`src/rtl/id_to_value_table_top_macros.svh`:
```
// Assertion macros used by the id_to_value_table datapath (itvt_dp).
// Each macro expects clk and rst_n to be visible where it is used.
`ifndef ID_TO_VALUE_TABLE_TOP_MACROS_SVH
`define ID_TO_VALUE_TABLE_TOP_MACROS_SVH

// Same-cycle implication, checked outside reset
`define ITVT_ASSERT_IMP(lbl, ante, cons) \
  lbl: assert property (@(posedge clk) disable iff (!rst_n) (ante) |-> (cons)) \
    else $error("itvt assertion failed");

// Next-cycle implication, checked outside reset
`define ITVT_ASSERT_NEXT(lbl, ante, cons) \
  lbl: assert property (@(posedge clk) disable iff (!rst_n) (ante) |=> (cons)) \
    else $error("itvt assertion failed");

`endif

```
`src/rtl/itvt_pkg.sv`:
```
// Shared constants, codes and controller/datapath interface types
// for the id_to_value_table block. No dependencies.
package itvt_pkg;

  localparam int unsigned DEPTH       = 64;
  localparam int unsigned VALUE_WIDTH = 32;
  localparam int unsigned ADDR_W      = $clog2(DEPTH);
  localparam int unsigned CNT_W       = $clog2(DEPTH + 1);

  localparam int unsigned FUNC_W   = 3;
  localparam int unsigned KEY_W    = 16;
  localparam int unsigned POS_W    = 6;
  localparam int unsigned STATUS_W = 3;
  localparam int unsigned ECNT_W   = 7;

  localparam int unsigned IN_TDATA_W  = 56;
  localparam int unsigned OUT_TDATA_W = 64;

  // Operation codes
  localparam logic [FUNC_W-1:0] FN_HAS   = 3'd0;
  localparam logic [FUNC_W-1:0] FN_ADD   = 3'd1;
  localparam logic [FUNC_W-1:0] FN_SET   = 3'd2;
  localparam logic [FUNC_W-1:0] FN_PUT   = 3'd3;
  localparam logic [FUNC_W-1:0] FN_GET   = 3'd4;
  localparam logic [FUNC_W-1:0] FN_DROP  = 3'd5;
  localparam logic [FUNC_W-1:0] FN_AT    = 3'd6;
  localparam logic [FUNC_W-1:0] FN_CLEAR = 3'd7;

  // Result status codes
  localparam logic [STATUS_W-1:0] ST_OK        = 3'd0;
  localparam logic [STATUS_W-1:0] ST_NOT_FOUND = 3'd1;
  localparam logic [STATUS_W-1:0] ST_EXISTS    = 3'd2;
  localparam logic [STATUS_W-1:0] ST_FULL      = 3'd3;
  localparam logic [STATUS_W-1:0] ST_BAD_POS   = 3'd4;

  // Read address selects
  localparam logic [1:0] RD_SCAN = 2'd0;
  localparam logic [1:0] RD_SLOT = 2'd1;
  localparam logic [1:0] RD_LAST = 2'd2;
  localparam logic [1:0] RD_POS  = 2'd3;

  // Controller to datapath commands
  typedef struct packed {
    logic                load;
    logic                scan;
    logic [1:0]          rd_sel;
    logic                cap_val;
    logic                cap_key;
    logic                wr_append;
    logic                wr_update;
    logic                wr_move;
    logic                clr_count;
    logic                set_status;
    logic [STATUS_W-1:0] status;
    logic                finish;
  } itvt_cmd_t;

  // Datapath to controller status
  typedef struct packed {
    logic [FUNC_W-1:0] func;
    logic              hit_now;
    logic              miss_now;
    logic              hit;
    logic              full;
    logic              pos_ok;
    logic              out_free;
  } itvt_sts_t;

endpackage

```
`src/rtl/itvt_dp.sv`:
```
// Datapath of the id_to_value_table: key/value memories, scan pointer,
// live count and output register. Depends on itvt_pkg and the macro header.
`include "id_to_value_table_top_macros.svh"

module itvt_dp (
  input  logic                                 clk,
  input  logic                                 rst_n,
  input  logic [itvt_pkg::FUNC_W-1:0]          in_func,
  input  logic [itvt_pkg::KEY_W-1:0]           in_key,
  input  logic [itvt_pkg::VALUE_WIDTH-1:0]     in_value,
  input  logic [itvt_pkg::POS_W-1:0]           in_position,
  input  itvt_pkg::itvt_cmd_t                  cmd,
  output itvt_pkg::itvt_sts_t                  sts,
  output logic                                 out_valid,
  input  logic                                 out_ready,
  output logic [itvt_pkg::STATUS_W-1:0]        out_status,
  output logic                                 out_found,
  output logic [itvt_pkg::KEY_W-1:0]           out_key,
  output logic [itvt_pkg::VALUE_WIDTH-1:0]     out_value,
  output logic [itvt_pkg::ECNT_W-1:0]          out_count
);

  // Request registers
  logic [itvt_pkg::FUNC_W-1:0]      func_r;
  logic [itvt_pkg::KEY_W-1:0]       key_r;
  logic [itvt_pkg::VALUE_WIDTH-1:0] value_r;
  logic [itvt_pkg::POS_W-1:0]       pos_r;

  // Table state and scan state
  logic [itvt_pkg::CNT_W-1:0]       count_r;
  logic [itvt_pkg::CNT_W-1:0]       count_nxt;
  logic [itvt_pkg::CNT_W-1:0]       ptr_r;
  logic [itvt_pkg::CNT_W-1:0]       ptr_dec;
  logic [itvt_pkg::CNT_W-1:0]       last_cnt;
  logic                             cmp_v_r;
  logic [itvt_pkg::ADDR_W-1:0]      cmp_addr_r;
  logic                             hit_r;
  logic [itvt_pkg::ADDR_W-1:0]      slot_r;

  // Result build registers
  logic [itvt_pkg::STATUS_W-1:0]    status_r;
  logic [itvt_pkg::KEY_W-1:0]       kout_r;
  logic [itvt_pkg::VALUE_WIDTH-1:0] vout_r;

  // Output register
  logic                             out_valid_r;
  logic [itvt_pkg::STATUS_W-1:0]    out_status_r;
  logic                             out_found_r;
  logic [itvt_pkg::KEY_W-1:0]       out_key_r;
  logic [itvt_pkg::VALUE_WIDTH-1:0] out_value_r;
  logic [itvt_pkg::ECNT_W-1:0]      out_count_r;

  // Memories and their ports
  logic [itvt_pkg::KEY_W-1:0]       key_mem [itvt_pkg::DEPTH];
  logic [itvt_pkg::VALUE_WIDTH-1:0] val_mem [itvt_pkg::DEPTH];
  logic [itvt_pkg::KEY_W-1:0]       key_rd_r;
  logic [itvt_pkg::VALUE_WIDTH-1:0] val_rd_r;
  logic [itvt_pkg::ADDR_W-1:0]      rd_addr;
  logic [itvt_pkg::ADDR_W-1:0]      wr_addr;
  logic [itvt_pkg::KEY_W-1:0]       wr_key;
  logic [itvt_pkg::VALUE_WIDTH-1:0] wr_val;
  logic                             wr_key_en;
  logic                             wr_val_en;
  logic                             hit_now;

  assign ptr_dec  = ptr_r - 1'b1;
  assign last_cnt = count_r - 1'b1;
  assign hit_now  = cmp_v_r && (key_rd_r == key_r);

  // Select the read address
  always_comb begin
    unique case (cmd.rd_sel)
      itvt_pkg::RD_SCAN: rd_addr = ptr_dec[itvt_pkg::ADDR_W-1:0];
      itvt_pkg::RD_SLOT: rd_addr = slot_r;
      itvt_pkg::RD_LAST: rd_addr = last_cnt[itvt_pkg::ADDR_W-1:0];
      itvt_pkg::RD_POS:  rd_addr = itvt_pkg::ADDR_W'(pos_r);
      default:           rd_addr = slot_r;
    endcase
  end

  // Write port: append at the end, otherwise at the hit slot
  assign wr_addr   = cmd.wr_append ? count_r[itvt_pkg::ADDR_W-1:0] : slot_r;
  assign wr_key    = cmd.wr_move ? key_rd_r : key_r;
  assign wr_val    = cmd.wr_move ? val_rd_r : value_r;
  assign wr_key_en = cmd.wr_append | cmd.wr_move;
  assign wr_val_en = cmd.wr_append | cmd.wr_update | cmd.wr_move;

  // Memory access with registered read data
  always_ff @(posedge clk) begin
    if (wr_key_en) begin
      key_mem[wr_addr] <= wr_key;
    end
    if (wr_val_en) begin
      val_mem[wr_addr] <= wr_val;
    end
    key_rd_r <= key_mem[rd_addr];
    val_rd_r <= val_mem[rd_addr];
  end

  // Next live count
  always_comb begin
    count_nxt = count_r;
    if (cmd.clr_count) begin
      count_nxt = '0;
    end else if (cmd.wr_append) begin
      count_nxt = count_r + 1'b1;
    end else if (cmd.wr_move) begin
      count_nxt = last_cnt;
    end
  end

  // Control state
  always_ff @(posedge clk) begin
    if (!rst_n) begin
      count_r     <= '0;
      cmp_v_r     <= 1'b0;
      hit_r       <= 1'b0;
      out_valid_r <= 1'b0;
    end else begin
      count_r <= count_nxt;
      if (cmd.load) begin
        cmp_v_r <= 1'b0;
        hit_r   <= 1'b0;
      end else if (cmd.scan) begin
        if (hit_now) begin
          hit_r   <= 1'b1;
          cmp_v_r <= 1'b0;
        end else begin
          cmp_v_r <= (ptr_r != '0);
        end
      end
      if (cmd.finish) begin
        out_valid_r <= 1'b1;
      end else if (out_ready) begin
        out_valid_r <= 1'b0;
      end
    end
  end

  // Request capture, scan pointer and result build
  always_ff @(posedge clk) begin
    if (cmd.load) begin
      func_r   <= in_func;
      key_r    <= in_key;
      value_r  <= in_value;
      pos_r    <= in_position;
      ptr_r    <= (in_func <= itvt_pkg::FN_DROP) ? count_r : '0;
      status_r <= itvt_pkg::ST_OK;
      kout_r   <= '0;
      vout_r   <= '0;
    end else begin
      if (cmd.scan) begin
        cmp_addr_r <= rd_addr;
        if (hit_now) begin
          slot_r <= cmp_addr_r;
        end else if (ptr_r != '0) begin
          ptr_r <= ptr_dec;
        end
      end
      if (cmd.set_status) begin
        status_r <= cmd.status;
      end
      if (cmd.cap_val) begin
        vout_r <= val_rd_r;
      end
      if (cmd.cap_key) begin
        kout_r <= key_rd_r;
      end
    end
  end

  // Load the output register
  always_ff @(posedge clk) begin
    if (cmd.finish) begin
      out_status_r <= status_r;
      out_found_r  <= hit_r;
      out_key_r    <= kout_r;
      out_value_r  <= vout_r;
      out_count_r  <= itvt_pkg::ECNT_W'(count_r);
    end
  end

  assign sts.func     = func_r;
  assign sts.hit_now  = hit_now;
  assign sts.miss_now = !cmp_v_r && (ptr_r == '0);
  assign sts.hit      = hit_r;
  assign sts.full     = (count_r == itvt_pkg::CNT_W'(itvt_pkg::DEPTH));
  assign sts.pos_ok   = (itvt_pkg::CNT_W'(pos_r) < count_r);
  assign sts.out_free = !out_valid_r || out_ready;

  assign out_valid  = out_valid_r;
  assign out_status = out_status_r;
  assign out_found  = out_found_r;
  assign out_key    = out_key_r;
  assign out_value  = out_value_r;
  assign out_count  = out_count_r;

  `ITVT_ASSERT_IMP(a_count_max, 1'b1, count_r <= itvt_pkg::CNT_W'(itvt_pkg::DEPTH))
  `ITVT_ASSERT_IMP(a_append_room, cmd.wr_append, !sts.full && !hit_r)
  `ITVT_ASSERT_IMP(a_move_hit, cmd.wr_move, hit_r && (count_r != '0))
  `ITVT_ASSERT_NEXT(a_finish_valid, cmd.finish, out_valid_r)
  `ITVT_ASSERT_IMP(a_finish_free, cmd.finish, !out_valid_r || out_ready)

endmodule

```
`src/rtl/itvt_ctrl.sv`:
```
// Controller state machine of the id_to_value_table: sequences the
// scan, reads, writes and result hand-off. Depends on itvt_pkg.
module itvt_ctrl (
  input  logic                clk,
  input  logic                rst_n,
  input  logic                in_valid,
  output logic                in_ready,
  input  itvt_pkg::itvt_sts_t sts,
  output itvt_pkg::itvt_cmd_t cmd
);

  localparam logic [2:0] S_IDLE   = 3'd0;
  localparam logic [2:0] S_SCAN   = 3'd1;
  localparam logic [2:0] S_ACT    = 3'd2;
  localparam logic [2:0] S_CAPV   = 3'd3;
  localparam logic [2:0] S_CAPKV  = 3'd4;
  localparam logic [2:0] S_RDLAST = 3'd5;
  localparam logic [2:0] S_MOVE   = 3'd6;
  localparam logic [2:0] S_DONE   = 3'd7;

  logic [2:0] state_r;
  logic [2:0] state_nxt;

  assign in_ready = (state_r == S_IDLE);

  // Next state and commands
  always_comb begin
    state_nxt = state_r;
    cmd       = '0;
    cmd.rd_sel = itvt_pkg::RD_SCAN;
    unique case (state_r)
      S_IDLE: begin
        if (in_valid) begin
          cmd.load  = 1'b1;
          state_nxt = S_SCAN;
        end
      end
      S_SCAN: begin
        cmd.scan = 1'b1;
        if (sts.hit_now || sts.miss_now) begin
          state_nxt = S_ACT;
        end
      end
      S_ACT: begin
        state_nxt = S_DONE;
        unique case (sts.func) inside
          itvt_pkg::FN_HAS: begin
          end
          itvt_pkg::FN_ADD, itvt_pkg::FN_SET: begin
            if (sts.hit) begin
              if (sts.func == itvt_pkg::FN_ADD) begin
                cmd.set_status = 1'b1;
                cmd.status     = itvt_pkg::ST_EXISTS;
              end else begin
                cmd.wr_update = 1'b1;
              end
            end else if (sts.full) begin
              cmd.set_status = 1'b1;
              cmd.status     = itvt_pkg::ST_FULL;
            end else begin
              cmd.wr_append = 1'b1;
            end
          end
          itvt_pkg::FN_PUT: begin
            if (sts.hit) begin
              cmd.wr_update = 1'b1;
            end else begin
              cmd.set_status = 1'b1;
              cmd.status     = itvt_pkg::ST_NOT_FOUND;
            end
          end
          itvt_pkg::FN_GET, itvt_pkg::FN_DROP: begin
            if (sts.hit) begin
              cmd.rd_sel = itvt_pkg::RD_SLOT;
              state_nxt  = (sts.func == itvt_pkg::FN_GET) ? S_CAPV : S_RDLAST;
            end else begin
              cmd.set_status = 1'b1;
              cmd.status     = itvt_pkg::ST_NOT_FOUND;
            end
          end
          itvt_pkg::FN_AT: begin
            if (sts.pos_ok) begin
              cmd.rd_sel = itvt_pkg::RD_POS;
              state_nxt  = S_CAPKV;
            end else begin
              cmd.set_status = 1'b1;
              cmd.status     = itvt_pkg::ST_BAD_POS;
            end
          end
          itvt_pkg::FN_CLEAR: begin
            cmd.clr_count = 1'b1;
          end
          default: begin
          end
        endcase
      end
      S_CAPV: begin
        cmd.cap_val = 1'b1;
        state_nxt   = S_DONE;
      end
      S_CAPKV: begin
        cmd.cap_val = 1'b1;
        cmd.cap_key = 1'b1;
        state_nxt   = S_DONE;
      end
      S_RDLAST: begin
        // dropped value is on the read port now; fetch the last entry
        cmd.cap_val = 1'b1;
        cmd.rd_sel  = itvt_pkg::RD_LAST;
        state_nxt   = S_MOVE;
      end
      S_MOVE: begin
        cmd.wr_move = 1'b1;
        state_nxt   = S_DONE;
      end
      S_DONE: begin
        if (sts.out_free) begin
          cmd.finish = 1'b1;
          state_nxt  = S_IDLE;
        end
      end
      default: begin
        state_nxt = S_IDLE;
      end
    endcase
  end

  // State register
  always_ff @(posedge clk) begin
    if (!rst_n) begin
      state_r <= S_IDLE;
    end else begin
      state_r <= state_nxt;
    end
  end

endmodule

```
`src/rtl/id_to_value_table_top.sv`:
```
// Top level of the id_to_value_table: stream port packing around the
// controller (itvt_ctrl) and datapath (itvt_dp). Depends on itvt_pkg.
//
//   channel | direction | handshake            | content
//   in_     | slave     | in_tvalid/in_tready   | tuser: func; tdata: key, value, position
//   out_    | master    | out_tvalid/out_tready | tdata: status, found, key_out,
//           |           |                       |        value_out, entry_count
//
// One item at a time; lookups read one stored key per cycle, last entry first.
// A get then reads the stored value; a drop also moves the last entry into the
// freed slot. Reset clears the live count, the output valid and the controller
// state, but not the stored entries.
// A finished result waits in the output register while the next item is
// accepted and worked on; a stalled output holds the block before hand-off.
module id_to_value_table_top (
  input  logic                                 clk,
  input  logic                                 rst_n,
  input  logic                                 in_tvalid,
  output logic                                 in_tready,
  // [15:0] key, [47:16] value, [53:48] position, [55:54] zero
  input  logic [itvt_pkg::IN_TDATA_W-1:0]      in_tdata,
  // [2:0] func
  input  logic [itvt_pkg::FUNC_W-1:0]          in_tuser,
  output logic                                 out_tvalid,
  input  logic                                 out_tready,
  // [2:0] status, [3] found, [19:4] key_out, [51:20] value_out,
  // [58:52] entry_count, [63:59] zero
  output logic [itvt_pkg::OUT_TDATA_W-1:0]     out_tdata
);

  itvt_pkg::itvt_cmd_t              cmd;
  itvt_pkg::itvt_sts_t              sts;
  logic [itvt_pkg::STATUS_W-1:0]    res_status;
  logic                             res_found;
  logic [itvt_pkg::KEY_W-1:0]       res_key;
  logic [itvt_pkg::VALUE_WIDTH-1:0] res_value;
  logic [itvt_pkg::ECNT_W-1:0]      res_count;

  itvt_ctrl u_ctrl (
    .clk      (clk),
    .rst_n    (rst_n),
    .in_valid (in_tvalid),
    .in_ready (in_tready),
    .sts      (sts),
    .cmd      (cmd)
  );

  itvt_dp u_dp (
    .clk         (clk),
    .rst_n       (rst_n),
    .in_func     (in_tuser),
    .in_key      (in_tdata[15:0]),
    .in_value    (in_tdata[47:16]),
    .in_position (in_tdata[53:48]),
    .cmd         (cmd),
    .sts         (sts),
    .out_valid   (out_tvalid),
    .out_ready   (out_tready),
    .out_status  (res_status),
    .out_found   (res_found),
    .out_key     (res_key),
    .out_value   (res_value),
    .out_count   (res_count)
  );

  // Pack the result item
  assign out_tdata = {5'b0, res_count, res_value, res_key, res_found, res_status};

endmodule
```
`config.mk`:
```
export PLATFORM = sky130hd
export DESIGN_NAME = id_to_value_table_top
export DESIGN_NICKNAME = d
export VERILOG_FILES = /design/src/rtl/itvt_pkg.sv /design/src/rtl/itvt_dp.sv /design/src/rtl/itvt_ctrl.sv /design/src/rtl/id_to_value_table_top.sv
export VERILOG_INCLUDE_DIRS = /design/src /design/src/rtl
export SDC_FILE = /design/constraint.sdc
export NUM_CORES = 2
export LEC_CHECK = 0
export BUFFER_PORTS_ARGS = -buffer_cell sky130_fd_sc_hd__buf_2
export CAP_MARGIN = 15
export CELL_PAD_IN_SITES_DETAIL_PLACEMENT = 2
export CELL_PAD_IN_SITES_GLOBAL_PLACEMENT = 2
export CORE_MARGIN = 2
export CORE_UTILIZATION = 40
export CTS_BUF_LIST = sky130_fd_sc_hd__clkbuf_16
export DETAILED_ROUTE_END_ITERATION = 7
export PLACE_DENSITY = 0.74
export SYNTH_ARGS = -nofsm -noshare
export SYNTH_HDL_FRONTEND = slang
export SYNTH_SLANG_ARGS = --single-unit
```
`constraint.sdc`:
```
create_clock -name clk -period 5.6 [get_ports clk]
set_input_delay 1.12 -clock clk [delete_from_list [all_inputs] [get_ports clk]]
set_output_delay 1.12 -clock clk [all_outputs]
set_load 0.02 [all_outputs]
```
## After elaboration in Yosys (flattened, before gate mapping)

Memories as Yosys holds them, arrays and structs flattened. A register that Yosys moved wholly into a read port is not among the register bits.
Index checks and enable logic that the tools add are counted.

- Register bits: 199
- RAM bits: 3072
- Input port bits: 63
- Output and inout bits: 66
- Word-level logic and storage cells: 135
- Memories: 2

- Add/sub/neg operators: 3
- $lt $le $gt $ge: 2
- Eq/ne operators: 23
- Mux-type cells: 54
- Bitwise logic cells: 5
- Reduce and logical (&&, ||, !) cells: 26

Memory list:

| memory | words | width | read ports | clocked after Yosys merged registers in | write ports | line | RTL |
|---|---|---|---|---|---|---|---|
| u_dp.val_mem | 64 | 32 | 1 | 1 | 1 | itvt_dp.sv:55 | `logic [itvt_pkg::VALUE_WIDTH-1:0] val_mem [itvt_pkg::DEPTH];` |
| u_dp.key_mem | 64 | 16 | 1 | 1 | 1 | itvt_dp.sv:54 | `logic [itvt_pkg::KEY_W-1:0] key_mem [itvt_pkg::DEPTH];` |

Operators with widths:

| operator | count |
|---|---|
| two-way mux 7 bit | 7 |
| two-way mux 32 bit | 1 |
| equality test 3 bit, second input constant | 8 |
| case mux 6 bit (4 select lines) | 1 |
| two-way mux 1 bit | 23 |
| two-way mux 4 bit | 5 |
| case mux 3 bit (6 select lines) | 1 |
| equality test 16 bit | 1 |
| two-way mux 16 bit | 1 |
| two-way mux 3 bit | 5 |
| subtractor 7 x 1 -> 7 bit, second input constant | 2 |
| equality test 3 x 2 -> 1 bit, second input constant | 4 |
| case mux 4 bit (3 select lines) | 1 |
| AND reduction 3 bit | 3 |
| OR reduction 3 bit | 3 |
| case mux 2 bit (2 select lines) | 2 |
| nonzero test 2 bit | 4 |
| OR reduction 2 bit | 4 |
| adder 7 x 1 -> 7 bit, second input constant | 1 |
| equality test 7 bit, second input constant | 1 |
| zero test 7 bit | 1 |
| less-than comparator 6 x 7 -> 1 bit | 1 |
| nonzero test 7 bit | 1 |
| equality test 3 x 1 -> 1 bit, second input constant | 2 |
| 18 further kinds | 30 |

## Logic depth before layout (Yosys ltp)

- Depth in word-level cells: 9
- Gate-level depth with buffers: 19

## Cells and area by module

A second synthesis with hierarchy kept.

- Cell total of the unflattened synthesis: 6260
- Area total of the unflattened synthesis: 127722.5 um^2

By module, submodules not included:

| module | times used | cells each | area an instance (um^2) | seq. area each (um^2) |
|---|---|---|---|---|
| itvt_dp | 1 | 6186 | 127218.3 | 98484.5 |
| itvt_ctrl | 1 | 67 | 455.4 | 60.1 |
| id_to_value_table_top | 1 | 7 | 48.8 | 0.0 |

## Worst setup path after synthesis

OpenSTA, ideal clock, no wires.

- Kind: flip-flop to flip-flop
- Start point: register u_dp.count_r[0] (netlist name)
- End point: memory u_dp.val_mem[40][0] (netlist name), enable pin
- Setup time: 0.421 ns
- Data arrival time: 4.141 ns
- Setup slack: 1.037 ns
- Cell stages (with the launch flop): 9
- Period minus slack after synthesis: 4.563 ns
- Cell sequence: dfxtp_1 -> clkinv_1 -> ha_1 -> and3_1 -> nor4_1 -> a311oi_1 -> or3b_2 -> clkbuf_1 -> nor2_1

- Cells in the longest elaborated chain, start to end: 9

RTL lines:

| element | line | RTL |
|---|---|---|
| start, declared | itvt_dp.sv:30 | `logic [itvt_pkg::CNT_W-1:0] count_r;` |
| start signal, assigned | itvt_dp.sv:120 | `count_r <= count_nxt;` |
| equality test 7 bit | itvt_dp.sv:187 | `assign sts.full = (count_r == itvt_pkg::CNT_W'(itvt_pkg::DEPTH));` |
| two-way mux 1 bit | itvt_ctrl.sv:57 | `end else if (sts.full) begin` |
| two-way mux 1 bit | itvt_ctrl.sv:50 | `if (sts.hit) begin` |
| two-way mux 1 bit | itvt_ctrl.sv:46 | `unique case (sts.func) inside` |
| two-way mux 2 bit | itvt_ctrl.sv:31 | `unique case (state_r)` |
| bitwise OR 1 bit (2 in a row) | itvt_dp.sv:86 | `assign wr_val_en = cmd.wr_append \| cmd.wr_update \| cmd.wr_move;` |
| two-way mux 1 bit | itvt_dp.sv:93 | `if (wr_val_en) begin` |
| two-way mux 1 bit (implied by the code) | itvt_dp.sv:94 | `val_mem[wr_addr] <= wr_val;` |
| end, declared | itvt_dp.sv:55 |  |

Several ways; a longest one is shown, not always the timed one.

## Worst setup path in the final report

- Start point: register u_dp.count_r[0] (netlist name)
- End point: memory u_dp.key_mem[39][5] (netlist name), enable pin

- Cells in the longest elaborated chain, start to end: 8

RTL lines:

| element | line | RTL |
|---|---|---|
| equality test 7 bit | itvt_dp.sv:187 |  |
| two-way mux 1 bit | itvt_ctrl.sv:57 |  |
| two-way mux 1 bit | itvt_ctrl.sv:50 |  |
| two-way mux 1 bit | itvt_ctrl.sv:46 |  |
| two-way mux 2 bit | itvt_ctrl.sv:31 |  |
| bitwise OR 1 bit | itvt_dp.sv:85 | `assign wr_key_en = cmd.wr_append \| cmd.wr_move;` |
| two-way mux 1 bit | itvt_dp.sv:90 | `if (wr_key_en) begin` |
| two-way mux 1 bit (implied by the code) | itvt_dp.sv:91 | `key_mem[wr_addr] <= wr_key;` |
| end, declared | itvt_dp.sv:54 |  |

Several ways; a longest one is shown, not always the timed one.

==> metrics.cfg <==
[sta]
setup_ws_ps = -180
worst_pin_slew_ps = 1300
rsz0062_at_grt = false
slew_headroom_pct = 13.1
setup_viol = 161
min_period_ps = 5780
setup_tns_ps = -7430
max_freq_ghz = 0.173
hold_slack_ps = 364
hold_viol_final = 0
period_share_pct = 103
slew_viol_final = 0
finClkSkew_ps = 93.4

[place]
portBuffers = 121
pre_cts_ws_ps = 107
gp_congestion = 0.846
dp_cells = 11400
place_area_um2 = 136000
dp_hpwl_um = 296000

[critical_path]
reg2reg_to = u_dp.key_mem[39][5]
path_class = reg2reg
critical-path-top-delay-family = simple AND/OR/NAND/NOR gates
start_kind = flip-flop
end_kind = flip-flop
path_depth = 9
path_common_cell = buf_4
r2r_start = u_dp.count_r[0]
cpMaxStageDelayCell = o21ai_0
worstSetupStartpoint = u_dp.count_r[0]
critical_path.cell_chain = clkinv_1 > ha_1 > and3_1 > or4_1 > o21ai_0 > nand2_2 > buf_4 > nor2_1 > buf_4
worst_path_largest_cell_delay_ps = 1070
cp_max_fo = 22
arrival_ps = 6290
worstPathRequired_ps = 6110
endpoint = u_dp.key_mem[39][5]
reg2regPathDepth = 9
rrSetupSlack_ps = -180
path_buf_inv = 3

[route]
routedWlPerCell_um = 44.1
drt-pass1-iter-count = 7
via_per_inst = 6.68
postRouteAntennaNets = 0
vias = 80400
top_layer_used = met5
drt_iter0_drc = 12200
wl_met1_um = 186000
wirelength_um = 531000
drc = 0
dr_wl_met2_um = 259000
wl_met3_um = 54100

[final_layout]
drive_above_1_share_pct = 22.5
final_cells = 12000
area_growth_pct = 16.2
layout.nets = 7650
postLayoutCoreUtil_pct = 46.7
final_cell_area_um2 = 147000

[run_status]
status = complete, but fails checks
violations = setup timing

[synth]
ys_seq_area_share_pct = 77.8
ys_top_cells_by_area = edfxtp_1, mux4_2, nand2_1
synth_edf_count = 3207
synthTopCellsByCount = edfxtp_1, nand2_1, mux4_2
synthMostInstantiatedCell = edfxtp_1
netlist_area_um2 = 127000
syn_inst = 7041
synth-async-reset-ratio_pct = 0
synth_top_cell_area_share_pct = 76.1
syn_area_per_cell_um2 = 18.0
synth_area_leader_cell = edfxtp_1
synth_cell_types = 77
synth_seq_cells = 3319
synth_warnings = 0
ys.flop_type = edfxtp_1

[clocking]
clkTransAtPathRegs_ps = 70
clock_latency_ps = 930
cts-buffers-inserted = 342
cts.root.buffer_cell = clkbuf_16
numClockSinks = 3319
htreeDepth = 5
hold_buffers = 0
cts_tree = yes
cts_buffer_depth = 4

[floorplanning]
start_util_pct = 40.2
io_pins = 129
die-area_um2 = 321000
die_h_um = 567
row_count = 206
die_w_um = 567
core_area_um2 = 315000

[pwr]
worst_ir_drop_vdd_uv = 691
power.total_mw = 90.8
p_leak_nw = 47.4
powerDensity_nw_per_um2 = 617

[grt]
grt_pass1_vias = 84100
grt_overflow = 0
grt_pass1_wl_um = 726000
antenna_found_initial = 45
grt_max_degree = 67
track_usage_pct = 32.4

[min_path]
hp-class = in2reg

[flow_run]
cap_violations = 0

cells by family after synthesis:
logic type | count (synthesis) | synth area share (%)
buffers and inverters | 460 | 1.69
and+or+nand+nor | 1887 | 6.23
other | 1 | 0.00296
adders and majority gates | 9 | 0.0889
muxes | 565 | 9.63
DFF | 3319 | 77.8
xor gates and xnor gates | 27 | 0.187
AOI/OAI and AO/OA | 773 | 4.35
worst register-to-register path, cell delays in order, from the launching register on:
cell      delay [ps]
dfxtp_1          720
clkinv_1         240
ha_1             270
and3_1           240
or4_1            970
o21ai_0         1080
nand2_2          720
buf_4            450
nor2_1           260
buf_4            380
cell usage in the layout, fill, tap and decap left out, types with 14 or more instances in the layout:
cell type and count:
nand2_1 1205, clkinv_1 80, a311oi_1 19, nand3_1 356, mux2i_1 42, a21oi_1 195
a22o_1 27, nand4_1 33, diode_2 14, o21ai_0 73, a2111oi_0 27, a31oi_1 67
dfxtp_1 110, a21o_1 14, a32o_1 21, clkinv_2 60, nor2_4 68, a32oi_1 91
bufinv_16 26, clkbuf_16 349, edfxtp_1 3207, a221oi_1 29, buf_12 105, xnor2_1 24
nand2_2 50, a222oi_1 44, buf_2 121, nor2_1 96, a211oi_1 22, buf_4 382
mux4_2 523, a221o_1 18, a22oi_1 56, inv_1 111
power by group:
group | leakage [nW] | switching (mW) | total (mW) | internal (mW)
clock network | 5.57 | 10.7 | 23.2 | 12.5
registers | 29.8 | 0.870 | 29.8 | 28.9
logic | 12.0 | 25.7 | 37.8 | 12.1
worst min-delay path by stage:
stage / start / endpoint / slack (ps) / cells after the start
floorplan: u_dp.cmp_addr_r[0] / u_dp.slot_r[0] / 400 / 0
finish: in_tdata[42] / u_dp.value_r[26] / 360 / 1
global placement: u_dp.cmp_addr_r[5] / u_dp.slot_r[5] / 400 / 0
detailed placement: u_dp.vout_r[25] / u_dp.out_value[25] / 420 / 0
global route: in_tdata[44] / u_dp.value_r[28] / 350 / 1
CTS: in_tdata[42] / u_dp.value_r[26] / 330 / 1
flip-flops by register name (all words and copies together), names as in the netlist, 3 cells and up:
register / flops
u_dp.out_count: 7
u_dp.val_mem: 2048
u_dp.key_mem: 1024
u_dp.slot_r: 6
u_dp.cmp_addr_r: 6
u_dp.key_rd_r: 16
u_dp.kout_r: 16
u_dp.value_r: 32
u_dp.out_key: 16
u_dp.out_value: 32
u_dp.vout_r: 32
u_dp.status_r: 3
u_dp.key_r: 16
u_dp.count_r: 7
u_dp.out_status: 3
u_dp.pos_r: 6
u_dp.func_r: 3
u_ctrl.state_r: 3
u_dp.val_rd_r: 32
u_dp.ptr_r: 7
routing by layer:
| layer | track usage, % | vias up |
|---|---|---|
| li1 | - | 29100 |
| met1 | 40.0 | 43100 |
| met2 | 53.9 | 6479 |
| met3 | 7.01 | 1697 |
| met4 | 16.4 | 40 |
| met5 | 0 | - |
timing repair:
| action | 4_1_cts | 5_1_grt |
|---|---|---|
| pin swaps | 0 | 1 |
| resized for setup | 6 | 15 |
| endpoints found under the hold margin | 0 | 0 |
| setup buffers | 0 | 4 |
| endpoints found under the setup margin | 6 | 21 |
layout make-up:
type / instances / area, um2
clock inverter: 271 / 1970
fill: 28500 / 168000
antenna: 14 / 35.0
timing repair buffer: 612 / 5610
multi-input combinational: 3266 / 26900
clock buffer: 349 / 8730
inverter: 37 / 159
tap: 4160 / 5200
sequential: 3319 / 98500
Power figures use the tool's default switching activity.
